### src/design/lfu_pkg.sv
// lfu_pkg: shared constants and types for the lfu cache table
// no dependencies
`default_nettype none
package lfu_pkg;
  localparam int ENTRIES     = 16;
  localparam int COUNT_BITS  = 16;
  localparam int IDX_BITS    = (ENTRIES > 1) ? $clog2(ENTRIES) : 1;
  localparam int OCC_BITS    = $clog2(ENTRIES + 1);
  localparam int CAP_BITS    = 5;
  localparam int KEY_BITS    = 32;
  localparam int VAL_BITS    = 32;
  localparam logic [COUNT_BITS-1:0] COUNT_MAX = '1;

  // cells per registered scan segment and the scan cycles that follow
  localparam int SCAN_SEG    = 8;
  localparam int SCAN_STEPS  = (ENTRIES + SCAN_SEG - 1) / SCAN_SEG;
  localparam int STEP_BITS   = (SCAN_STEPS > 1) ? $clog2(SCAN_STEPS) : 1;

  localparam logic OP_GET = 1'b0;
  localparam logic OP_PUT = 1'b1;

  // candidate record carried along the cell chain
  typedef struct packed {
    logic                  hit;
    logic [IDX_BITS-1:0]   hit_idx;
    logic [IDX_BITS-1:0]   hit_rank;
    logic                  cand;
    logic [IDX_BITS-1:0]   cand_idx;
    logic [COUNT_BITS-1:0] cand_count;
    logic [IDX_BITS-1:0]   cand_rank;
    logic                  free;
    logic [IDX_BITS-1:0]   free_idx;
  } scan_t;

  // update command broadcast to all cells
  typedef struct packed {
    logic                  en;
    logic                  bump;
    logic                  write_key;
    logic                  write_value;
    logic [IDX_BITS-1:0]   slot;
    logic [IDX_BITS:0]     old_rank;
  } upd_t;

  typedef struct packed {
    logic                  valid;
    logic [KEY_BITS-1:0]   key;
    logic [VAL_BITS-1:0]   value;
  } cell_view_t;
endpackage
`default_nettype wire

### src/design/lfu_if.sv
// lfu_if: valid/ready channel interfaces for request, result and config
// depends on lfu_pkg
`default_nettype none
interface lfu_req_if;
  logic                           valid;
  logic                           ready;
  logic                           operation;
  logic [lfu_pkg::KEY_BITS-1:0]   key;
  logic [lfu_pkg::VAL_BITS-1:0]   value;
  modport source (output valid, operation, key, value, input ready);
  modport sink (input valid, operation, key, value, output ready);
endinterface

interface lfu_rsp_if;
  logic                           valid;
  logic                           ready;
  logic                           found;
  logic [lfu_pkg::VAL_BITS-1:0]   read_value;
  logic                           evicted;
  logic [lfu_pkg::KEY_BITS-1:0]   evicted_key;
  modport source (output valid, found, read_value, evicted, evicted_key, input ready);
  modport sink (input valid, found, read_value, evicted, evicted_key, output ready);
endinterface

interface lfu_cfg_if;
  logic                           valid;
  logic                           ready;
  logic [lfu_pkg::CAP_BITS-1:0]   data;
  modport source (output valid, data, input ready);
  modport sink (input valid, data, output ready);
endinterface
`default_nettype wire

### src/design/lfu_cell.sv
// lfu_cell: one cache slot holding key, value, count and recency rank
// depends on lfu_pkg; folds its own candidate into the scan chain
`default_nettype none
module lfu_cell (
  input  wire logic                            clk,
  input  wire logic                            rst,
  input  wire logic [lfu_pkg::IDX_BITS-1:0]    idx,
  input  wire logic [lfu_pkg::KEY_BITS-1:0]    req_key,
  input  wire logic [lfu_pkg::VAL_BITS-1:0]    req_value,
  input  wire lfu_pkg::scan_t                  scan_in,
  output lfu_pkg::scan_t                       scan_out,
  input  wire lfu_pkg::upd_t                   upd,
  output lfu_pkg::cell_view_t                  view
);
  import lfu_pkg::*;

  logic                  valid;
  logic [KEY_BITS-1:0]   key;
  logic [VAL_BITS-1:0]   value;
  logic [COUNT_BITS-1:0] count;
  logic [IDX_BITS-1:0]   rank;
  logic                  match;
  logic                  better;
  logic                  mine;

  assign match = valid && (key == req_key);
  assign better = !scan_in.cand || (count < scan_in.cand_count) ||
                  ((count == scan_in.cand_count) && (rank > scan_in.cand_rank));
  assign mine = upd.en && (upd.slot == idx);

  // fold this slot into the running scan
  always_comb begin
    scan_out = scan_in;
    if (match && !scan_in.hit) begin
      scan_out.hit      = 1'b1;
      scan_out.hit_idx  = idx;
      scan_out.hit_rank = rank;
    end
    if (valid && better) begin
      scan_out.cand       = 1'b1;
      scan_out.cand_idx   = idx;
      scan_out.cand_count = count;
      scan_out.cand_rank  = rank;
    end
    if (!valid && !scan_in.free) begin
      scan_out.free     = 1'b1;
      scan_out.free_idx = idx;
    end
  end

  // valid bit
  always_ff @(posedge clk) begin
    if (rst) begin
      valid <= 1'b0;
    end else if (mine && upd.write_key) begin
      valid <= 1'b1;
    end
  end

  // payload and ordering state
  always_ff @(posedge clk) begin
    if (mine) begin
      rank <= '0;
      if (upd.write_key) begin
        key   <= req_key;
        count <= COUNT_BITS'(1);
      end else if (upd.bump && count != COUNT_MAX) begin
        count <= count + COUNT_BITS'(1);
      end
      if (upd.write_value) begin
        value <= req_value;
      end
    end else if (upd.en && valid && ({1'b0, rank} < upd.old_rank)) begin
      rank <= rank + IDX_BITS'(1);
    end
  end

  assign view.valid = valid;
  assign view.key   = key;
  assign view.value = value;
endmodule
`default_nettype wire

### src/design/lfu_cache_table.sv
// lfu_cache_table: top level with sequencer and a chain of slot cells
// depends on lfu_pkg, lfu_if and lfu_cell
//
// A fully associative 16-entry key/value cache with least-frequently-used
// replacement, ties broken by least recent use. Each request is a get or a
// put; every request gives exactly one result. A request passes through
// the idle state in which it is accepted, the scan state in which match,
// free slot and eviction candidate ripple through the cell chain in two
// registered segments of eight cells, and the apply state that updates the
// slots and loads the result register. The next request is accepted while a
// result waits; its apply cycle holds until the result register is free.
// A new request is accepted only in the idle state, once the previous one
// has left the apply state, so requests do not overlap.
`default_nettype none
module lfu_cache_table (
  input  wire logic  clk,
  input  wire logic  rst,
  lfu_req_if.sink    req,
  lfu_rsp_if.source  rsp,
  lfu_cfg_if.sink    cfg
);
  import lfu_pkg::*;

  localparam logic [1:0] ST_IDLE = 2'd0;
  localparam logic [1:0] ST_SCAN = 2'd1;
  localparam logic [1:0] ST_APPLY = 2'd2;

  logic [1:0]           state;
  logic [STEP_BITS-1:0] scan_step;
  logic                 scan_last;
  logic                 apply_go;
  logic [CAP_BITS-1:0]  capacity;
  logic [OCC_BITS-1:0]  occupancy;
  logic                 op;
  logic [KEY_BITS-1:0]  rkey;
  logic [VAL_BITS-1:0]  rvalue;
  scan_t                scan_r;
  upd_t                 upd;
  scan_t                chain_in [ENTRIES];
  scan_t                chain_out [ENTRIES];
  cell_view_t           views [ENTRIES];
  logic [OCC_BITS-1:0]  cap_eff;
  logic                 out_valid;
  logic                 out_found;
  logic [VAL_BITS-1:0]  out_rd;
  logic                 out_ev;
  logic [KEY_BITS-1:0]  out_evk;
  logic                 evict;
  logic                 insert;

  assign cfg.ready = 1'b1;
  assign req.ready = (state == ST_IDLE);
  assign scan_last = (state == ST_SCAN) && (scan_step == STEP_BITS'(SCAN_STEPS - 1));
  assign apply_go  = (state == ST_APPLY) && (!out_valid || rsp.ready);

  always_ff @(posedge clk) begin
    if (rst) begin
      capacity <= CAP_BITS'(ENTRIES);
    end else if (cfg.valid) begin
      capacity <= cfg.data;
    end
  end

  assign cap_eff = (32'(capacity) > ENTRIES) ? OCC_BITS'(ENTRIES) : OCC_BITS'(capacity);

  // scan chain, registered at each segment boundary
  for (genvar g = 0; g < ENTRIES; g++) begin : g_cell
    if (g == 0) begin : g_head
      assign chain_in[g] = '0;
    end else if (g % SCAN_SEG == 0) begin : g_seg
      scan_t seg_r;
      always_ff @(posedge clk) begin
        seg_r <= chain_out[g-1];
      end
      assign chain_in[g] = seg_r;
    end else begin : g_link
      assign chain_in[g] = chain_out[g-1];
    end
    lfu_cell u_cell (
      .clk(clk), .rst(rst), .idx(IDX_BITS'(g)),
      .req_key(rkey), .req_value(rvalue),
      .scan_in(chain_in[g]), .scan_out(chain_out[g]),
      .upd(upd), .view(views[g])
    );
  end

  assign evict  = (op == OP_PUT) && (cap_eff != '0) && !scan_r.hit &&
                  (occupancy >= cap_eff) && scan_r.cand;
  assign insert = (op == OP_PUT) && (cap_eff != '0) && !scan_r.hit &&
                  !evict && scan_r.free;

  // update command for the apply cycle
  always_comb begin
    upd = '0;
    if (apply_go) begin
      if (scan_r.hit && (op == OP_GET || cap_eff != '0)) begin
        upd.en          = 1'b1;
        upd.bump        = 1'b1;
        upd.write_value = (op == OP_PUT);
        upd.slot        = scan_r.hit_idx;
        upd.old_rank    = {1'b0, scan_r.hit_rank};
      end else if (evict || insert) begin
        upd.en          = 1'b1;
        upd.write_key   = 1'b1;
        upd.write_value = 1'b1;
        upd.slot        = evict ? scan_r.cand_idx : scan_r.free_idx;
        upd.old_rank    = evict ? {1'b0, scan_r.cand_rank} : (IDX_BITS+1)'(occupancy);
      end
    end
  end

  // sequencer
  always_ff @(posedge clk) begin
    if (rst) begin
      state     <= ST_IDLE;
      scan_step <= '0;
      occupancy <= '0;
      out_valid <= 1'b0;
    end else begin
      if (apply_go) begin
        out_valid <= 1'b1;
      end else if (rsp.valid && rsp.ready) begin
        out_valid <= 1'b0;
      end
      unique case (state)
        ST_IDLE: begin
          if (req.valid && req.ready) begin
            state     <= ST_SCAN;
            scan_step <= '0;
          end
        end
        ST_SCAN: begin
          if (scan_last) begin
            state <= ST_APPLY;
          end else begin
            scan_step <= scan_step + STEP_BITS'(1);
          end
        end
        ST_APPLY: begin
          if (apply_go) begin
            state <= ST_IDLE;
            if (insert) begin
              occupancy <= occupancy + OCC_BITS'(1);
            end
          end
        end
        default: state <= ST_IDLE;
      endcase
    end
  end

  // request capture, scan register and result register
  always_ff @(posedge clk) begin
    if (req.valid && req.ready) begin
      op     <= req.operation;
      rkey   <= req.key;
      rvalue <= req.value;
    end
    if (scan_last) begin
      scan_r <= chain_out[ENTRIES-1];
    end
    if (apply_go) begin
      out_found <= scan_r.hit;
      out_rd    <= (op == OP_GET && scan_r.hit) ? views[scan_r.hit_idx].value : '0;
      out_ev    <= evict;
      out_evk   <= evict ? views[scan_r.cand_idx].key : '0;
    end
  end

  assign rsp.valid       = out_valid;
  assign rsp.found       = out_found;
  assign rsp.read_value  = out_rd;
  assign rsp.evicted     = out_ev;
  assign rsp.evicted_key = out_evk;

  // occupancy never exceeds the slot count
  assert property (@(posedge clk) disable iff (rst) occupancy <= OCC_BITS'(ENTRIES))
    else $error("occupancy overflow");
  // requests are only taken when idle
  assert property (@(posedge clk) disable iff (rst) req.ready |-> state == ST_IDLE)
    else $error("ready outside idle");
  // a result appears right after an apply cycle
  assert property (@(posedge clk) disable iff (rst) apply_go |=> out_valid)
    else $error("result missing");
endmodule
`default_nettype wire

### src/flat_wrapper.sv
// flat-port wrapper written by rule: the top's interface ports become plain ports
module lfu_cache_table_flat import lfu_pkg::*;
  (clk, rst, req_valid, req_operation, req_key, req_value, req_ready, rsp_valid, rsp_found, rsp_read_value, rsp_evicted, rsp_evicted_key, rsp_ready, cfg_valid, cfg_data, cfg_ready);
  lfu_req_if req_i ();
  lfu_rsp_if rsp_i ();
  lfu_cfg_if cfg_i ();
  input  wire logic clk;
  input  wire logic rst;
  input wire logic [$bits(req_i.valid)-1:0] req_valid;
  input wire logic [$bits(req_i.operation)-1:0] req_operation;
  input wire logic [$bits(req_i.key)-1:0] req_key;
  input wire logic [$bits(req_i.value)-1:0] req_value;
  output wire logic [$bits(req_i.ready)-1:0] req_ready;
  output wire logic [$bits(rsp_i.valid)-1:0] rsp_valid;
  output wire logic [$bits(rsp_i.found)-1:0] rsp_found;
  output wire logic [$bits(rsp_i.read_value)-1:0] rsp_read_value;
  output wire logic [$bits(rsp_i.evicted)-1:0] rsp_evicted;
  output wire logic [$bits(rsp_i.evicted_key)-1:0] rsp_evicted_key;
  input wire logic [$bits(rsp_i.ready)-1:0] rsp_ready;
  input wire logic [$bits(cfg_i.valid)-1:0] cfg_valid;
  input wire logic [$bits(cfg_i.data)-1:0] cfg_data;
  output wire logic [$bits(cfg_i.ready)-1:0] cfg_ready;
  assign req_i.valid = req_valid;
  assign req_i.operation = req_operation;
  assign req_i.key = req_key;
  assign req_i.value = req_value;
  assign req_ready = req_i.ready;
  assign rsp_valid = rsp_i.valid;
  assign rsp_found = rsp_i.found;
  assign rsp_read_value = rsp_i.read_value;
  assign rsp_evicted = rsp_i.evicted;
  assign rsp_evicted_key = rsp_i.evicted_key;
  assign rsp_i.ready = rsp_ready;
  assign cfg_i.valid = cfg_valid;
  assign cfg_i.data = cfg_data;
  assign cfg_ready = cfg_i.ready;
  lfu_cache_table u_core (.clk(clk), .rst(rst), .req(req_i), .rsp(rsp_i), .cfg(cfg_i));
endmodule
### config.mk
export PLATFORM = sky130hd
export DESIGN_NAME = lfu_cache_table_flat
export DESIGN_NICKNAME = d
export VERILOG_FILES = /design/src/design/lfu_pkg.sv /design/src/design/lfu_if.sv /design/src/design/lfu_cell.sv /design/src/design/lfu_cache_table.sv /design/src/flat_wrapper.sv
export SDC_FILE = /design/constraint.sdc
export NUM_CORES = 2
export LEC_CHECK = 0
export ABC_AREA = 1
export BUFFER_PORTS_ARGS = -buffer_cell sky130_fd_sc_hd__buf_2
export CAP_MARGIN = 20
export CELL_PAD_IN_SITES_DETAIL_PLACEMENT = 0
export CELL_PAD_IN_SITES_GLOBAL_PLACEMENT = 2
export CORE_ASPECT_RATIO = 1.1
export CORE_MARGIN = 5
export CORE_UTILIZATION = 42
export CTS_CLUSTER_SIZE = 25
export DETAILED_ROUTE_END_ITERATION = 8
export PLACE_DENSITY = 0.84
export SYNTH_ARGS = -nofsm -noshare
export SYNTH_HDL_FRONTEND = slang
export SYNTH_SLANG_ARGS = --single-unit
### constraint.sdc
create_clock -name clk -period 16.4 [get_ports clk]
set_clock_uncertainty 0.05 [all_clocks]
set_input_delay 2.46 -clock clk [delete_from_list [all_inputs] [get_ports clk]]
set_output_delay 2.46 -clock clk [all_outputs]
set_load 0.005 [all_outputs]
==> flow_summary.ini <==
[cells_and_area]
stdcell_count = 11500
fin_nets = 9173
drive_gt1_share_pct = 8.49
design_area_um2 = 92800
fill_cells = 18500
area_delta_synth_final_pct = 11.9

[timing]
fin_crit_sh_pct = 90.7
final.min_clock_period_ps = 14880
finalSetupViolations = 0
max_freq_ghz = 0.0672
slew_violations = 0
slew_headroom_pct = 20.3
worst_slew_pin_slew_ps = 1200
hold_viol = 0
tns_ps = 0

[outcome]
status = completed

[place]
place_inst = 11100
gp_congestion = 0.968
dp_hpwl_um = 199000
io_buffers = 142
placed_area_um2 = 87000

[worst_setup_path]
cp-start-kind = flop
r2r_slack_ps = 1520
cp_top_family = compound AO/OA/AOI/OAI gates
crit_slowest_cell = o21ai_0
cp_common_cell = nand2_1
crit_buf_inv = 11
crit_fanout = 41
crit_start = u_core.g_cell[0].u_cell.valid
r2r_cells = 76
worst-path-stages = 76
critPathMaxStageDelay_ps = 520
endpoint = u_core.chain_in[293]
crit_arrival_ps = 15550
cp.required_ps = 17070
r2r_end = u_core.chain_in[293]
endpoint_kind = flop
worstSetupPathType = flop to flop
timing.rr.start = u_core.g_cell[0].u_cell.valid

[floorplanning]
die_width_um = 434
ios = 144
initial_core_util_pct = 42.1
die-area_um2 = 206000
fp.dieH_um = 476
num_rows = 171
coreArea_um2 = 197000

[logic_synthesis]
syn_nets = 9075
synth_top_area_share_pct = 51.9
synth.most_common_cell = edfxtp_1
synth_area_leaders = edfxtp_1 52%, o21ai_0 5.9%, ha_1 5.7%
yosys_warnings = 0
synth_top_flop_cell = edfxtp_1
syn_area_um2 = 82900
synth.avg_cell_area_um2 = 9.62
ys_seq_area_share_pct = 55.1
ys_seq_elements = 1564
yosys.area.top_type = edfxtp_1
synth_edf_count = 1434
synth.top_cells.by_count = 1434 x edfxtp_1, 1241 x nand2_1, 985 x o21ai_0
ys_types = 62
async_reset_ff_share_pct = 0
syn_inst = 8619

[route]
drtIter0Drc = 7262
wire_per_inst_um = 26.1
drc = 0
first_pass_iters = 8
vias = 67800
vias_per_cell = 5.91
wirelength_um = 299000
ant_nets = 0

[grt]
grt_max_degree = 257
overflow = 0
grt_util_all_layers_pct = 28.2
grt_pass1_wl_um = 432000
grt_pass1_vias = 64700
antenna_found_initial = 17

[clock_tree]
clockRootBuffer = clkbuf_16
htreeDepth = 4
clock_sinks = 1564
cts.path.max_buffers = 3
cts_buffers = 172
clkLatencyLatePin_ps = 850
clk_pin_slew_ps = 60
cts_hold_buffers = 0
cts_tree = yes

[flow_run]
maxCapViolCount = 0

[power]
p_total_mw = 8.68
p_leak_nw = 35.2
ir_worst_vdd_mv = 0.0772
powerDensity_nw_per_um2 = 93.6

[worst_hold_path]
hold_class = flop to flop
[kinds of logic (layout without fill, tap and decap cells)]
group	after synthesis	after routing	synth area share [%]
xor+xnor	252	252	2.66
fa+ha+maj	381	381	5.75
compound gates	2043	2043	14.2
simple gates	3148	3149	16.7
buf+inv	1228	1474	5.62
flops	1564	1564	55.1
other cells	1	10	0.00452
mux	2	2	0.0241
[layout by cell type, fill, tap and decap left out, types with 53 or more instances in the layout]
cell | synthesis | final
o221ai_1 | 107 | 107
nand3_1 | 322 | 322
inv_1 | 796 | 789
nor3b_1 | 58 | 58
buf_2 | 4 | 142
o21ai_0 | 985 | 965
xnor2_1 | 91 | 91
ha_1 | 381 | 381
clkbuf_1 | 358 | 53
clkbuf_16 | 0 | 173
edfxtp_1 | 1434 | 1434
or2_2 | 79 | 79
nor3_1 | 126 | 126
buf_4 | 3 | 175
o211ai_1 | 124 | 124
nand4_1 | 180 | 180
a21oi_1 | 453 | 449
xor2_1 | 161 | 161
nor4_1 | 111 | 110
nand2_1 | 1241 | 1240
o22ai_1 | 143 | 143
nor2_1 | 940 | 903
dfxtp_1 | 130 | 129
[where the power goes]
part / total, mW / switching (mW) / internal, mW
Clock: 3.87 / 1.73 / 2.14
Sequential: 4.40 / 0.0350 / 4.37
Combinational: 0.409 / 0.312 / 0.0964
Total: 8.68 / 2.07 / 6.61
[area by class of cell]
| class | instances | area, um^2 | area share (%) |
|---|---|---|---|
| antenna | 9 | 22.5 | 0.0243 |
| clock buffer | 229 | 4570 | 4.93 |
| clock inverter | 94 | 980 | 1.06 |
| inverter | 823 | 3110 | 3.36 |
| multi-input combinational | 5828 | 32900 | 35.5 |
| sequential | 1564 | 45700 | 49.2 |
| tap | 2595 | 3250 | 3.50 |
| timing repair buffer | 327 | 2230 | 2.41 |
| timing repair inverter | 1 | 7.51 | 0.00809 |
[timing repair]
action | CTS | global route
endpoints found under the hold margin | 0 | 0
pin swaps | 0 | 1
setup endpoints to repair | 1 | 28
setup buffers | 0 | 2
gates cloned | 0 | 2
resized for setup | 1 | 31
[worst register-to-register path, delay by kind of cell, from the launching register on]
kind | cells | cell delay, ps
DFF | 1 | 500
and+or+nand+nor | 21 | 3040
buffers and inverters | 11 | 2160
AOI/OAI and AO/OA | 37 | 6780
adders and majority gates | 7 | 2230
[sequential cells by signal, summed over array words and instances (netlist names)]
register	cells
u_core.rvalue	32
u_core.scan_step	1
u_core.scan_r	23
u_core.state	2
u_core.occupancy	5
u_core.g_cell.u_cell.valid	16
u_core.rsp.evicted	1
u_core.chain_in	36
u_core.rsp.found	1
u_core.op	1
u_core.capacity	5
u_core.g_cell.u_cell.rank	64
u_core.g_cell.u_cell.value	512
u_core.rsp.read_value	32
u_core.rkey	32
u_core.rsp.valid	1
u_core.rsp.evicted_key	32
u_core.g_cell.u_cell.count	256
u_core.g_cell.u_cell.key	512
[metal layers]
| metal | global-route usage [%] | part of all wire [%] |
|---|---|---|
| met4 | 13.4 | 5.3 |
| met5 | 0 | 0.0047 |
| met3 | 5.84 | 8.7 |
| met2 | 44.7 | 45 |
| met1 | 37.2 | 41 |
[through the flow]
stage               hold WS, ps  utilization, %  setup WS [ps]
finish                      431            47.1           1520
CTS                         438            47.0            212
floorplan                   391               -           3190
global route                461            47.1          -4.22
detailed placement          428            44.2           11.9
global placement            419            44.2           97.0
[how the worst min path moves through the flow]
stage / start / to / slack, ps / cells after the start
after global routing: u_core.scan_step / u_core.scan_step / 460 / 2
after floorplan: u_core.g_cell[7].u_cell.valid / u_core.chain_in[277] / 390 / 1
after CTS: u_core.scan_step / u_core.scan_step / 440 / 2
after detailed placement: u_core.scan_step / u_core.scan_step / 430 / 2
final: u_core.scan_step / u_core.scan_step / 430 / 2
after global placement: u_core.scan_step / u_core.scan_step / 420 / 2
Power figures use the tool's default switching activity.
